<file path="config.mk">
export PLATFORM = sky130hd
export DESIGN_NAME = ctc_greedy_decoder_unit
export DESIGN_NICKNAME = d
export VERILOG_FILES = /design/src/ctcg_pkg.sv /design/src/ctcg_front.sv /design/src/ctcg_step_queue.sv /design/src/ctcg_back.sv /design/src/ctc_greedy_decoder_unit.sv
export SDC_FILE = /design/constraint.sdc
export NUM_CORES = 1
export LEC_CHECK = 0
export ABC_AREA = 1
export BUFFER_PORTS_ARGS = -buffer_cell sky130_fd_sc_hd__clkbuf_2
export CORE_MARGIN = 4
export CORE_UTILIZATION = 50
export DETAILED_ROUTE_END_ITERATION = 10
export PLACE_DENSITY = 0.64
export SYNTH_ARGS = -nofsm -noshare
export SYNTH_HDL_FRONTEND = slang
export SYNTH_SLANG_ARGS = --single-unit
</file>
<file path="constraint.sdc">
create_clock -name clock -period 4.8 [get_ports clock]
set_input_delay 0.24 -clock clock [delete_from_list [all_inputs] [get_ports clock]]
set_output_delay 0.24 -clock clock [all_outputs]
set_load 0.1 [all_outputs]
</file>
<file path="src/ctcg_pkg.sv">
// ctcg_pkg: shared widths, register indexes and transaction types for the
// CTC greedy decoder. No dependencies; imported by every module of the block.
`timescale 1ns / 1ps
`default_nettype none

package ctcg_pkg;

   // Field widths
   localparam int SCORE_BITS    = 16;
   localparam int CLASS_BITS    = 13;
   localparam int NCLASS_BITS   = 14;
   localparam int STEP_BITS     = 8;
   localparam int SEQ_BITS      = 9;
   localparam int MAX_CLASSES   = 8192;
   localparam int MAX_STEPS     = 256;

   // Configuration port
   localparam int CSR_INDEX_BITS = 2;
   localparam int CSR_DATA_BITS  = 14;
   localparam logic [CSR_INDEX_BITS-1:0] CSR_CLASS_COUNT = 2'd0;
   localparam logic [CSR_INDEX_BITS-1:0] CSR_LINE_STEPS  = 2'd1;
   localparam logic [NCLASS_BITS-1:0]    CLASS_COUNT_RESET = 14'd6625;
   localparam logic [SEQ_BITS-1:0]       LINE_STEPS_RESET  = 9'd40;

   // Queue sizes
   localparam int STEP_Q_DEPTH    = 4;
   localparam int STEP_Q_PTR_BITS = $clog2(STEP_Q_DEPTH);
   localparam int STEP_Q_CNT_BITS = $clog2(STEP_Q_DEPTH + 1);
   localparam int OUT_Q_DEPTH     = 4;
   localparam int OUT_Q_PTR_BITS  = $clog2(OUT_Q_DEPTH);
   localparam int OUT_Q_CNT_BITS  = $clog2(OUT_Q_DEPTH + 1);

   // One decoded result transaction
   typedef struct packed {
      logic [CLASS_BITS-1:0] char_index;
      logic                  char_valid;
      logic                  end_of_text;
   } rsp_type;

endpackage : ctcg_pkg

`default_nettype wire

</file>
<file path="src/ctcg_front.sv">
// ctcg_front: accepts scores and tracks the per-step arg-max (first on ties).
// Depends on ctcg_pkg. Emits one winning class per completed time step.
`timescale 1ns / 1ps
`default_nettype none

module ctcg_front (
   input  wire logic                            clock,
   input  wire logic                            reset,
   input  wire logic                            accept,
   input  wire logic signed [ctcg_pkg::SCORE_BITS-1:0]  score,
   input  wire logic [ctcg_pkg::NCLASS_BITS-1:0] class_limit,
   output logic                                 step_push,
   output logic [ctcg_pkg::CLASS_BITS-1:0]      step_class
);
   import ctcg_pkg::*;

   logic signed [SCORE_BITS-1:0] running_max_ff, running_max_in;
   logic [CLASS_BITS-1:0]        best_class_ff, best_class_in;
   logic [CLASS_BITS-1:0]        class_count_ff, class_count_in;
   logic [NCLASS_BITS-1:0]       count_inc;
   logic                         take;
   logic                         step_end;

   // Compare against the running maximum; the first class of a step always wins
   always_comb begin
      take      = (class_count_ff == '0) || (score > running_max_ff);
      count_inc = {1'b0, class_count_ff} + NCLASS_BITS'(1);
      step_end  = (count_inc >= class_limit);

      running_max_in = running_max_ff;
      best_class_in  = best_class_ff;
      class_count_in = class_count_ff;
      if (accept) begin
         if (take) begin
            running_max_in = score;
            best_class_in  = class_count_ff;
         end
         class_count_in = step_end ? '0 : count_inc[CLASS_BITS-1:0];
      end
   end

   // Hand the step winner to the queue on the last score of a step
   assign step_push  = accept & step_end;
   assign step_class = take ? class_count_ff : best_class_ff;

   always_ff @(posedge clock) begin
      if (reset) begin
         running_max_ff <= '0;
         best_class_ff  <= '0;
         class_count_ff <= '0;
      end else begin
         running_max_ff <= running_max_in;
         best_class_ff  <= best_class_in;
         class_count_ff <= class_count_in;
      end
   end

endmodule : ctcg_front

`default_nettype wire

</file>
<file path="src/ctcg_step_queue.sv">
// ctcg_step_queue: short FIFO of step winners between front and back.
// Depends on ctcg_pkg for the depth and class width.
`timescale 1ns / 1ps
`default_nettype none

module ctcg_step_queue (
   input  wire logic                       clock,
   input  wire logic                       reset,
   input  wire logic                       push,
   input  wire logic [ctcg_pkg::CLASS_BITS-1:0] push_class,
   input  wire logic                       pop,
   output logic                            full,
   output logic                            head_valid,
   output logic [ctcg_pkg::CLASS_BITS-1:0] head_class
);
   import ctcg_pkg::*;

   logic [CLASS_BITS-1:0]      entry_ff [STEP_Q_DEPTH];
   logic [STEP_Q_PTR_BITS-1:0] wr_ptr_ff, wr_ptr_in;
   logic [STEP_Q_PTR_BITS-1:0] rd_ptr_ff, rd_ptr_in;
   logic [STEP_Q_CNT_BITS-1:0] count_ff, count_in;
   logic                       do_push;
   logic                       do_pop;

   assign full       = (count_ff == STEP_Q_CNT_BITS'(STEP_Q_DEPTH));
   assign head_valid = (count_ff != '0);
   assign head_class = entry_ff[rd_ptr_ff];

   // Advance pointers and occupancy
   always_comb begin
      do_push   = push & ~full;
      do_pop    = pop & head_valid;
      wr_ptr_in = do_push ? wr_ptr_ff + STEP_Q_PTR_BITS'(1) : wr_ptr_ff;
      rd_ptr_in = do_pop ? rd_ptr_ff + STEP_Q_PTR_BITS'(1) : rd_ptr_ff;
      count_in  = count_ff;
      if (do_push && !do_pop) begin
         count_in = count_ff + STEP_Q_CNT_BITS'(1);
      end else if (!do_push && do_pop) begin
         count_in = count_ff - STEP_Q_CNT_BITS'(1);
      end
   end

   always_ff @(posedge clock) begin
      if (reset) begin
         wr_ptr_ff <= '0;
         rd_ptr_ff <= '0;
         count_ff  <= '0;
      end else begin
         wr_ptr_ff <= wr_ptr_in;
         rd_ptr_ff <= rd_ptr_in;
         count_ff  <= count_in;
      end
   end

   // Store the payload
   always_ff @(posedge clock) begin
      if (do_push) begin
         entry_ff[wr_ptr_ff] <= push_class;
      end
   end

endmodule : ctcg_step_queue

`default_nettype wire

</file>
<file path="src/ctcg_back.sv">
// ctcg_back: collapses repeats, drops blanks, counts steps per line and
// queues the result transactions. Depends on ctcg_pkg.
`timescale 1ns / 1ps
`default_nettype none

module ctcg_back (
   input  wire logic                            clock,
   input  wire logic                            reset,
   input  wire logic                            step_valid,
   input  wire logic [ctcg_pkg::CLASS_BITS-1:0] step_class,
   input  wire logic [ctcg_pkg::SEQ_BITS-1:0]   step_limit,
   output logic                                 step_pop,
   input  wire logic                            rsp_pop,
   output logic                                 rsp_empty,
   output ctcg_pkg::rsp_type                    rsp_head
);
   import ctcg_pkg::*;

   logic [CLASS_BITS-1:0]     prev_class_ff, prev_class_in;
   logic                      prev_valid_ff, prev_valid_in;
   logic [STEP_BITS-1:0]      step_count_ff, step_count_in;
   logic [SEQ_BITS-1:0]       step_inc;
   logic                      survives;
   logic                      last_step;
   logic                      emit;
   rsp_type                   new_rsp;

   rsp_type                   out_ff [OUT_Q_DEPTH];
   logic [OUT_Q_PTR_BITS-1:0] wr_ptr_ff, wr_ptr_in;
   logic [OUT_Q_PTR_BITS-1:0] rd_ptr_ff, rd_ptr_in;
   logic [OUT_Q_CNT_BITS-1:0] count_ff, count_in;
   logic                      out_full;
   logic                      do_push;
   logic                      do_pop;

   assign out_full  = (count_ff == OUT_Q_CNT_BITS'(OUT_Q_DEPTH));
   assign rsp_empty = (count_ff == '0);
   assign rsp_head  = out_ff[rd_ptr_ff];
   assign step_pop  = step_valid & ~out_full;

   // Collapse and blank removal for the step at the head of the queue
   always_comb begin
      survives  = (step_class != '0) && (!prev_valid_ff || (step_class != prev_class_ff));
      step_inc  = {1'b0, step_count_ff} + SEQ_BITS'(1);
      last_step = (step_inc >= step_limit);
      emit      = step_pop & (survives | last_step);

      new_rsp.char_index  = survives ? step_class : '0;
      new_rsp.char_valid  = survives;
      new_rsp.end_of_text = last_step;

      prev_class_in = prev_class_ff;
      prev_valid_in = prev_valid_ff;
      step_count_in = step_count_ff;
      if (step_pop) begin
         if (last_step) begin
            prev_class_in = '0;
            prev_valid_in = 1'b0;
            step_count_in = '0;
         end else begin
            prev_class_in = step_class;
            prev_valid_in = 1'b1;
            step_count_in = step_inc[STEP_BITS-1:0];
         end
      end
   end

   // Result queue pointers and occupancy
   always_comb begin
      do_push   = emit;
      do_pop    = rsp_pop & ~rsp_empty;
      wr_ptr_in = do_push ? wr_ptr_ff + OUT_Q_PTR_BITS'(1) : wr_ptr_ff;
      rd_ptr_in = do_pop ? rd_ptr_ff + OUT_Q_PTR_BITS'(1) : rd_ptr_ff;
      count_in  = count_ff;
      if (do_push && !do_pop) begin
         count_in = count_ff + OUT_Q_CNT_BITS'(1);
      end else if (!do_push && do_pop) begin
         count_in = count_ff - OUT_Q_CNT_BITS'(1);
      end
   end

   always_ff @(posedge clock) begin
      if (reset) begin
         prev_class_ff <= '0;
         prev_valid_ff <= 1'b0;
         step_count_ff <= '0;
         wr_ptr_ff     <= '0;
         rd_ptr_ff     <= '0;
         count_ff      <= '0;
      end else begin
         prev_class_ff <= prev_class_in;
         prev_valid_ff <= prev_valid_in;
         step_count_ff <= step_count_in;
         wr_ptr_ff     <= wr_ptr_in;
         rd_ptr_ff     <= rd_ptr_in;
         count_ff      <= count_in;
      end
   end

   // Store the result payload
   always_ff @(posedge clock) begin
      if (do_push) begin
         out_ff[wr_ptr_ff] <= new_rsp;
      end
   end

   // Checks
   a_no_overflow : assert property (@(posedge clock) disable iff (reset)
      count_ff <= OUT_Q_CNT_BITS'(OUT_Q_DEPTH))
      else $error("result queue overflow");

   a_empty_rsp_is_eot : assert property (@(posedge clock) disable iff (reset)
      (emit && !new_rsp.char_valid) |-> (new_rsp.end_of_text && new_rsp.char_index == '0))
      else $error("result without character must close the line");

   a_line_end_clears : assert property (@(posedge clock) disable iff (reset)
      (step_pop && last_step) |=> (!prev_valid_ff && step_count_ff == '0))
      else $error("line end did not clear step state");

   a_pop_needs_room : assert property (@(posedge clock) disable iff (reset)
      step_pop |-> (step_valid && !out_full))
      else $error("step consumed without result room");

endmodule : ctcg_back

`default_nettype wire

</file>
<file path="src/ctc_greedy_decoder_unit.sv">
// ctc_greedy_decoder_unit: top level of the CTC greedy (best-path) decoder.
// Depends on ctcg_pkg, ctcg_front, ctcg_step_queue and ctcg_back.
//
// Takes one signed Q8.8 class score per clock, time-step-major (class count
// scores per step, line length steps per line), finds each step's arg-max
// (first class wins ties), collapses repeats, drops the blank class 0 and
// returns surviving class indices; the final step of a line always returns a
// transaction with end_of_text set. Scores are taken at one per cycle while
// req_full is low; the front's single compare against the running maximum
// sets that figure. A step's winner is registered in the four-entry step
// queue, then ctcg_back writes its result into the four-entry result queue,
// so the input keeps flowing while results wait to be popped until both
// queues fill. Registers read as saturated: class count to 2..8192, line
// length to 1..256; write them only while the block is idle. csr_ready is
// always high.
`timescale 1ns / 1ps
`default_nettype none

module ctc_greedy_decoder_unit (
   input  wire logic                                clock,
   input  wire logic                                reset,
   // Score input
   input  wire logic                                req_push,
   output logic                                     req_full,
   input  wire logic signed [ctcg_pkg::SCORE_BITS-1:0] req_score,
   // Decoded results
   output logic                                     rsp_empty,
   input  wire logic                                rsp_pop,
   output logic [ctcg_pkg::CLASS_BITS-1:0]          rsp_char_index,
   output logic                                     rsp_char_valid,
   output logic                                     rsp_end_of_text,
   // Configuration writes
   input  wire logic                                csr_valid,
   output logic                                     csr_ready,
   input  wire logic [ctcg_pkg::CSR_INDEX_BITS-1:0] csr_index,
   input  wire logic [ctcg_pkg::CSR_DATA_BITS-1:0]  csr_data
);
   import ctcg_pkg::*;

   localparam logic [NCLASS_BITS-1:0] NC_LOW  = NCLASS_BITS'(2);
   localparam logic [NCLASS_BITS-1:0] NC_HIGH = NCLASS_BITS'(MAX_CLASSES);
   localparam logic [SEQ_BITS-1:0]    SL_LOW  = SEQ_BITS'(1);
   localparam logic [SEQ_BITS-1:0]    SL_HIGH = SEQ_BITS'(MAX_STEPS);

   logic [NCLASS_BITS-1:0] class_cfg_ff, class_cfg_in;
   logic [SEQ_BITS-1:0]    steps_cfg_ff, steps_cfg_in;
   logic [NCLASS_BITS-1:0] class_limit;
   logic [SEQ_BITS-1:0]    step_limit;
   logic                   req_accept;
   logic                   step_push;
   logic [CLASS_BITS-1:0]  push_class;
   logic                   step_full;
   logic                   step_valid;
   logic [CLASS_BITS-1:0]  head_class;
   logic                   step_pop;
   rsp_type                rsp_head;

   // Register writes
   assign csr_ready = 1'b1;

   always_comb begin
      class_cfg_in = class_cfg_ff;
      steps_cfg_in = steps_cfg_ff;
      if (csr_valid && csr_ready) begin
         case (csr_index)
            CSR_CLASS_COUNT: class_cfg_in = csr_data[NCLASS_BITS-1:0];
            CSR_LINE_STEPS:  steps_cfg_in = csr_data[SEQ_BITS-1:0];
            default: ;
         endcase
      end
   end

   always_ff @(posedge clock) begin
      if (reset) begin
         class_cfg_ff <= CLASS_COUNT_RESET;
         steps_cfg_ff <= LINE_STEPS_RESET;
      end else begin
         class_cfg_ff <= class_cfg_in;
         steps_cfg_ff <= steps_cfg_in;
      end
   end

   // Saturate the register values to their working ranges
   always_comb begin
      if (class_cfg_ff < NC_LOW) begin
         class_limit = NC_LOW;
      end else if (class_cfg_ff > NC_HIGH) begin
         class_limit = NC_HIGH;
      end else begin
         class_limit = class_cfg_ff;
      end
      if (steps_cfg_ff < SL_LOW) begin
         step_limit = SL_LOW;
      end else if (steps_cfg_ff > SL_HIGH) begin
         step_limit = SL_HIGH;
      end else begin
         step_limit = steps_cfg_ff;
      end
   end

   assign req_full   = step_full;
   assign req_accept = req_push & ~step_full;

   ctcg_front u_front (
      .clock       (clock),
      .reset       (reset),
      .accept      (req_accept),
      .score       (req_score),
      .class_limit (class_limit),
      .step_push   (step_push),
      .step_class  (push_class)
   );

   ctcg_step_queue u_step_queue (
      .clock      (clock),
      .reset      (reset),
      .push       (step_push),
      .push_class (push_class),
      .pop        (step_pop),
      .full       (step_full),
      .head_valid (step_valid),
      .head_class (head_class)
   );

   ctcg_back u_back (
      .clock      (clock),
      .reset      (reset),
      .step_valid (step_valid),
      .step_class (head_class),
      .step_limit (step_limit),
      .step_pop   (step_pop),
      .rsp_pop    (rsp_pop),
      .rsp_empty  (rsp_empty),
      .rsp_head   (rsp_head)
   );

   assign rsp_char_index  = rsp_head.char_index;
   assign rsp_char_valid  = rsp_head.char_valid;
   assign rsp_end_of_text = rsp_head.end_of_text;

endmodule : ctc_greedy_decoder_unit

`default_nettype wire
</file>
# Word level (Yosys, flattened, before mapping)
# Memories as Yosys holds them, arrays and structs flattened. A register that Yosys moved wholly into a read port is not among the register bits.
# Cells that the tools add are included.
dict set report word_totals {
  register_bits 101
  mem_bits_rw 112
  wordCells 92
  mem_count 2
}
dict set report classes {
  n_addsub 10
  magnitude_cmp 7
  n_eq_ne 4
  mux 22
  n_bitwise 11
  reduce_logical 22
}
# memory words word_bits read_ports rd_ports_with_merged_regs write_ports line_no
set mem_list {}
lappend mem_list {u_back.out_ff 4 15 1 1 1 ctcg_back.sv:28} ;# rsp_type out_ff [OUT_Q_DEPTH];
lappend mem_list {u_step_queue.entry_ff 4 13 1 1 1 ctcg_step_queue.sv:18} ;# logic [CLASS_BITS-1:0] entry_ff [STEP_Q_DEPTH];
# cell n
set op_table {}
lappend op_table {{13-bit 2-to-1 mux} 4}
lappend op_table {{14-bit 2-to-1 mux} 2}
lappend op_table {{9-bit 2-to-1 mux} 2}
lappend op_table {{16-bit > comparator} 1}
lappend op_table {{13-bit by 1-bit adder with 14-bit output (second input constant)} 1}
lappend op_table {{14-bit greater-or-equal comparator} 1}
lappend op_table {{14-bit > comparator (second input constant)} 1}
lappend op_table {{14-bit by 2-bit < comparator with 1-bit output (second input constant)} 1}
lappend op_table {{13-bit logical NOT} 1}
lappend op_table {{13-bit inequality test} 1}
lappend op_table {{13-bit nonzero test} 1}
lappend op_table {{3-bit 2-to-1 mux} 4}
lappend op_table {{8-bit by 1-bit adder with 9-bit output (second input constant)} 1}
lappend op_table {{9-bit greater-or-equal comparator} 1}
lappend op_table {{9-bit > comparator (second input constant)} 1}
lappend op_table {{9-bit by 1-bit < comparator with 1-bit output (second input constant)} 1}
lappend op_table {{2-bit by 1-bit adder with 2-bit output (second input constant)} 4}
lappend op_table {{2-bit 2-to-1 mux} 4}
lappend op_table {{8-bit 2-to-1 mux} 1}
lappend op_table {{1-bit AND} 7}
lappend op_table {{3-bit by 1-bit adder with 3-bit output (second input constant)} 2}
lappend op_table {{3-bit equality test (second input constant)} 2}
lappend op_table {{2-bit AND reduction} 3}
lappend op_table {{3-bit by 1-bit subtractor with 3-bit output (second input constant)} 2}
lappend op_table {{other kinds (11)} 27}

# Depth between registers and ports, before layout
dict set report logic_depth {
  depth_word 10
  mapped_depth 24
  mapped_depth_nobuf 23
}

# Modules after synthesis
# Synthesis repeated with hierarchy kept, for this count alone.
dict set report hier_totals {
  cells_unflattened 1280
  hier_area_um2 10877.9
}
# module instances cells_per_inst area_each_um2 seq_area_each_um2
set modules_own_cells {}
lappend modules_own_cells {ctcg_back 1 456 4216.5 2422.3}
lappend modules_own_cells {ctcg_front 1 462 3019.1 840.8}
lappend modules_own_cells {ctcg_step_queue 1 195 2469.9 1741.7}
lappend modules_own_cells {ctc_greedy_decoder_unit 1 167 1172.4 460.4}

# Least setup slack after synthesis
# No wires, ideal clock.
dict set report synth_path {
  kind {reg-to-reg}
  startpoint {register u_step_queue.count_ff[0]}
  endpoint {register u_step_queue.count_ff[1]}
  setup_ns 0.120
  t_arrival_ns 4.232
  required_ns 4.680
  path_slack_ns 0.448
  stages_incl_launch_ff 11
  path_buffers 1
  period_less_slack_ns 4.352
  path_cell_list {dfxtp_1 > nor3_1 > nor2_1 > clkbuf_1 > nand2_1 > inv_1 > ha_1 > inv_1 > fa_1 > o21ai_0 > a21oi_1}
}
dict set report synth_between {
  elab_cells_between_ends 17
}
# element line_no
set synth_rtl {}
lappend synth_rtl {{start, declared} ctcg_step_queue.sv:21} ;# logic [STEP_Q_CNT_BITS-1:0] count_ff, count_in;
lappend synth_rtl {{start signal, assigned} ctcg_step_queue.sv:51} ;# count_ff <= count_in;
lappend synth_rtl {{3-bit equality test *} ctcg_step_queue.sv:25} ;# assign full = (count_ff == STEP_Q_CNT_BITS'(STEP_Q_DEPTH));
lappend synth_rtl {{via req_full} ctc_greedy_decoder_unit.sv:24} ;# output logic req_full,
lappend synth_rtl {{1-bit NOT *} {ctcg_step_queue.sv:31, ctc_greedy_decoder_unit.sv:102}}
lappend synth_rtl {{1-bit AND} ctc_greedy_decoder_unit.sv:102} ;# assign req_accept = req_push & ~step_full;
lappend synth_rtl {{1-bit AND} ctcg_front.sv:43} ;# assign step_push = accept & step_end;
lappend synth_rtl {{1-bit AND *} ctcg_step_queue.sv:31} ;# do_push = push & ~full;
lappend synth_rtl {{via u_step_queue.do_push} ctcg_step_queue.sv:22} ;# logic do_push;
lappend synth_rtl {{1-bit logical AND *} ctcg_step_queue.sv:36} ;# if (do_push && !do_pop) begin
lappend synth_rtl {{3-bit 2-to-1 mux *} ctcg_step_queue.sv:36}
lappend synth_rtl {{via u_step_queue.count_in[1]} ctcg_step_queue.sv:21}
# The timed path passes the listed nets; every way through them passes the cells marked *. The select of a mux whose other input is x is not followed.
# A chain may end at the register's enable or synchronous reset.

# Worst setup path after layout
dict set report layout_path {
  startpoint {register u_front.class_count_ff[0]}
  endpoint {register u_step_queue.count_ff[2]}
}
dict set report layout_between {
  elab_chain_len 7
  elab_cells_between_ends 9
}
# element line_no
set layout_lines {}
lappend layout_lines {{start, declared} ctcg_front.sv:19} ;# logic [CLASS_BITS-1:0] class_count_ff, class_count_in;
lappend layout_lines {{start signal, assigned} ctcg_front.sv:54} ;# class_count_ff <= class_count_in;
lappend layout_lines {{13-bit by 1-bit adder with 14-bit output *} ctcg_front.sv:27} ;# count_inc = {1'b0, class_count_ff} + NCLASS_BITS'(1);
lappend layout_lines {{14-bit greater-or-equal comparator *} ctcg_front.sv:28} ;# step_end = (count_inc >= class_limit);
lappend layout_lines {{1-bit AND *} ctcg_front.sv:43}
lappend layout_lines {{1-bit AND *} ctcg_step_queue.sv:31}
lappend layout_lines {{via u_step_queue.do_push} ctcg_step_queue.sv:22}
lappend layout_lines {{1-bit logical NOT} ctcg_step_queue.sv:38} ;# end else if (!do_push && do_pop) begin
lappend layout_lines {{1-bit logical AND} ctcg_step_queue.sv:38}
lappend layout_lines {{2-bit nonzero test (no source line)} -}
# The timed path passes the listed nets; every way through them passes the cells marked *.

==> results.md <==
- Status: finished clean
- Max Root-Sink Buffers: 3
- Syn Area/Cell: 8.77 sq um
- Setup TNS: 0 ns
- Vias: 7891
- Die Ht: 153 microns
- Worst-path maximum fanout: 9
- Worst VDD drop: 0.317 mV
- Data arrival time of the critical path: 4.34 ns
- Final wirelength: 21500 microns
- Critical Path End Type: flop
- Die X: 153 microns
- IO Port Bufs: 53
- Post-DP HPWL: 14200 microns
- Clock Skew: 0.0104 ns
- RSZ-0062 raised after global routing: false
- Vias in the first global route: 7506
- Drt wl/cell: 14.0 microns
- Crit start category: flop
- Number of top-level pins: 55
- Post-Synthesis Cells: 1197
- CP Class: reg2reg
- TritonCTS Buffers: 24
- GRT Total Usage: 0.183
- Slew HR: 0.178
- Area delta synth->final: 12.7%
- Commonest non-fill, non-tap cell in the layout: nand2_1
- Clock transition at path regs: 0.06 ns
- Final ANT Viol Nets: 0
- Die area: 23400 sq um
- Sequential share of the synthesized area: 0.521
- Multi-input gate area: 4320 sq um
- Vias per cell: 5.12
- Synth cell types: 35
- Post-CTS Setup Inserts: 0
- Core area: 20400 sq um
- Fraction of layout cells with a size suffix above 1: 0.115
- Nets: 1344
- GRT Residual Overflow: 0
- H-tree depth: 1
- Post-layout min period: 3.90 ns
- Highest achievable clock rate: 256 MHz
- Mapped Area: 10500 sq um
- Initial antenna violation count: 0
- Syn_nets: 1288
- Post_cts resized: 0
- Synth warnings: 0
- N_diodes: 0
- Largest net degree at the start of global routing: 67
- Row Count: 52
- DR pass1 iterations: 5
- Hold Vio Cnt, Final: 0
- Req. time, crit path: 5.24 ns
- Clock Sinks: 217
- CTS tree: done
- Clk Latency, worst-skew pair: 0.51 ns
- Placer Congestion: 0.825
- Seq cells post-synth: 217
- Pleak: 0.00498 uW
- CTS root buf: clkbuf_16
- Max-cap violation count: 0
- Initial DRC count: 465
- Slew @ Worst Pin: 1.22 ns
- Most frequent cells in the layout: 246 x nand2_1, 153 x nor2_1, 112 x edfxtp_1, 109 x a21oi_1, 105 x dfxtp_1
- Period utilization: 0.813
- Slew Viols, Final: 0
- Hold Path Depth: 5
- Cell area power density: 592 nW/um^2
- # fillers: 1815
- Starting Density: 0.514
- HP Class: in2reg
- FF-to-FF path depth: 23
- First-pass GRT wire length: 36300 microns
- FF/Latch Area: 5470 sq um
- # DRC: 0
- Final setup viols: 0
- Final hold slack: 0.0617 ns
==> kinds of logic after synthesis <==
group	share of synthesized area
buf+inv	0.0689
other cells	0.000357
fa+ha+maj	0.0658
flops	0.521
simple gates	0.232
xor+xnor	0.0150
compound gates	0.0977
==> final cells by class <==
class                   count  share of cell area
clock inverters            13             0.00973
multi-input cells         818               0.365
flip-flops and latches    217               0.462
well taps                 270              0.0286
inverters                 109              0.0352
repair buffers             83              0.0444
clock buffers              31              0.0548
==> registers in the layout, indices dropped and copies added, names as in the netlist, named ones only <==
register	count
u_back.prev_valid_ff	1
u_back.out_ff	60
u_front.class_count_ff	13
u_step_queue.rd_ptr_ff	2
class_cfg_ff	14
steps_cfg_ff	9
u_back.count_ff	3
u_back.wr_ptr_ff	2
u_back.prev_class_ff	13
u_front.running_max_ff	16
u_back.step_count_ff	8
u_step_queue.count_ff	3
u_front.best_class_ff	13
u_back.rd_ptr_ff	2
u_step_queue.wr_ptr_ff	2
u_step_queue.entry_ff	52
==> per-layer routing <==
metal	global-route usage	part of all wire	wire length [microns]
met5	0	0	0
met4	0.0467	0.019	416
met2	0.316	0.49	10400
met1	0.243	0.47	10000
met3	0.0249	0.029	632
==> cell usage after synthesis, drive strengths merged <==
cell    number  share of area
a211oi       3         0.0021
clkbuf      30          0.011
a22oi        3         0.0021
nor3        13         0.0067
conb         1        0.00036
o22ai       15         0.0089
o21ai       67          0.032
a21oi      109          0.052
nand2      256          0.095
nor4         9         0.0060
nor3b        2         0.0014
edfxtp     112           0.32
inv        108          0.039
dfxtp      105           0.20
nand3b      12         0.0086
ha          52          0.062
buf         23          0.018
nor2       157          0.057
fa           2         0.0038
a31oi        1        0.00060
nand4        7         0.0042
clkinv       1        0.00036
xor2        18          0.015
nand3       91          0.053
==> power breakdown <==
part | internal (uW) | total [uW] | switching (uW)
Sequential | 2430 | 2600 | 167
Combinational | 664 | 2630 | 1970
Clock | 1060 | 1780 | 717
==> final timing paths <==
check | to | slack, ns | from
setup reg to reg | u_step_queue.count_ff[2] | 0.90 | u_front.class_count_ff[0]
setup / recovery | u_step_queue.count_ff[2] | 0.90 | u_front.class_count_ff[0]
hold reg to reg | flop | 0.47 | u_step_queue.rd_ptr_ff[1]
hold / removal | u_front.running_max_ff[13] | 0.06 | req_score[13]
==> per-stage QoR <==
step                area, sq um  total power (uW)  std cells  setup slack (ns)  utilization
global route              11800              7460       1541             0.328        0.579
floorplan                 10500              4750       1197             0.448            -
global placement          10900              5240       1483              1.04        0.535
CTS                       11800              7070       1541             0.890        0.579
finish                    11800              7000       1541             0.898        0.579
detailed placement        10900              5270       1483             0.927        0.535
==> critical path, stage by stage, from the launching register on <==
cell	delay, ns
dfxtp_1	0.40
ha_1	0.21
nand2_1	0.08
nor2_2	0.13
nand3_1	0.14
nor3_2	0.20
nand3_1	0.15
nor2_1	0.14
xor2_1	0.10
ha_1	0.29
nand2_1	0.09
nor4_1	0.30
o21ai_0	0.14
nand3_1	0.12
nand2_1	0.19
inv_1	0.12
ha_1	0.14
inv_1	0.07
fa_1	0.38
nor2_1	0.12
nor2_1	0.04
nand2_1	0.07
o21ai_0	0.07
a21oi_1	0.16
==> what timing repair did <==
| action | CTS | global route |
|---|---|---|
| setup endpoints to repair | 0 | 0 |
| endpoints found under the hold margin | 20 | 0 |
| hold buffers | 14 | 0 |
Note: power is estimated with default switching activity, not from simulation.
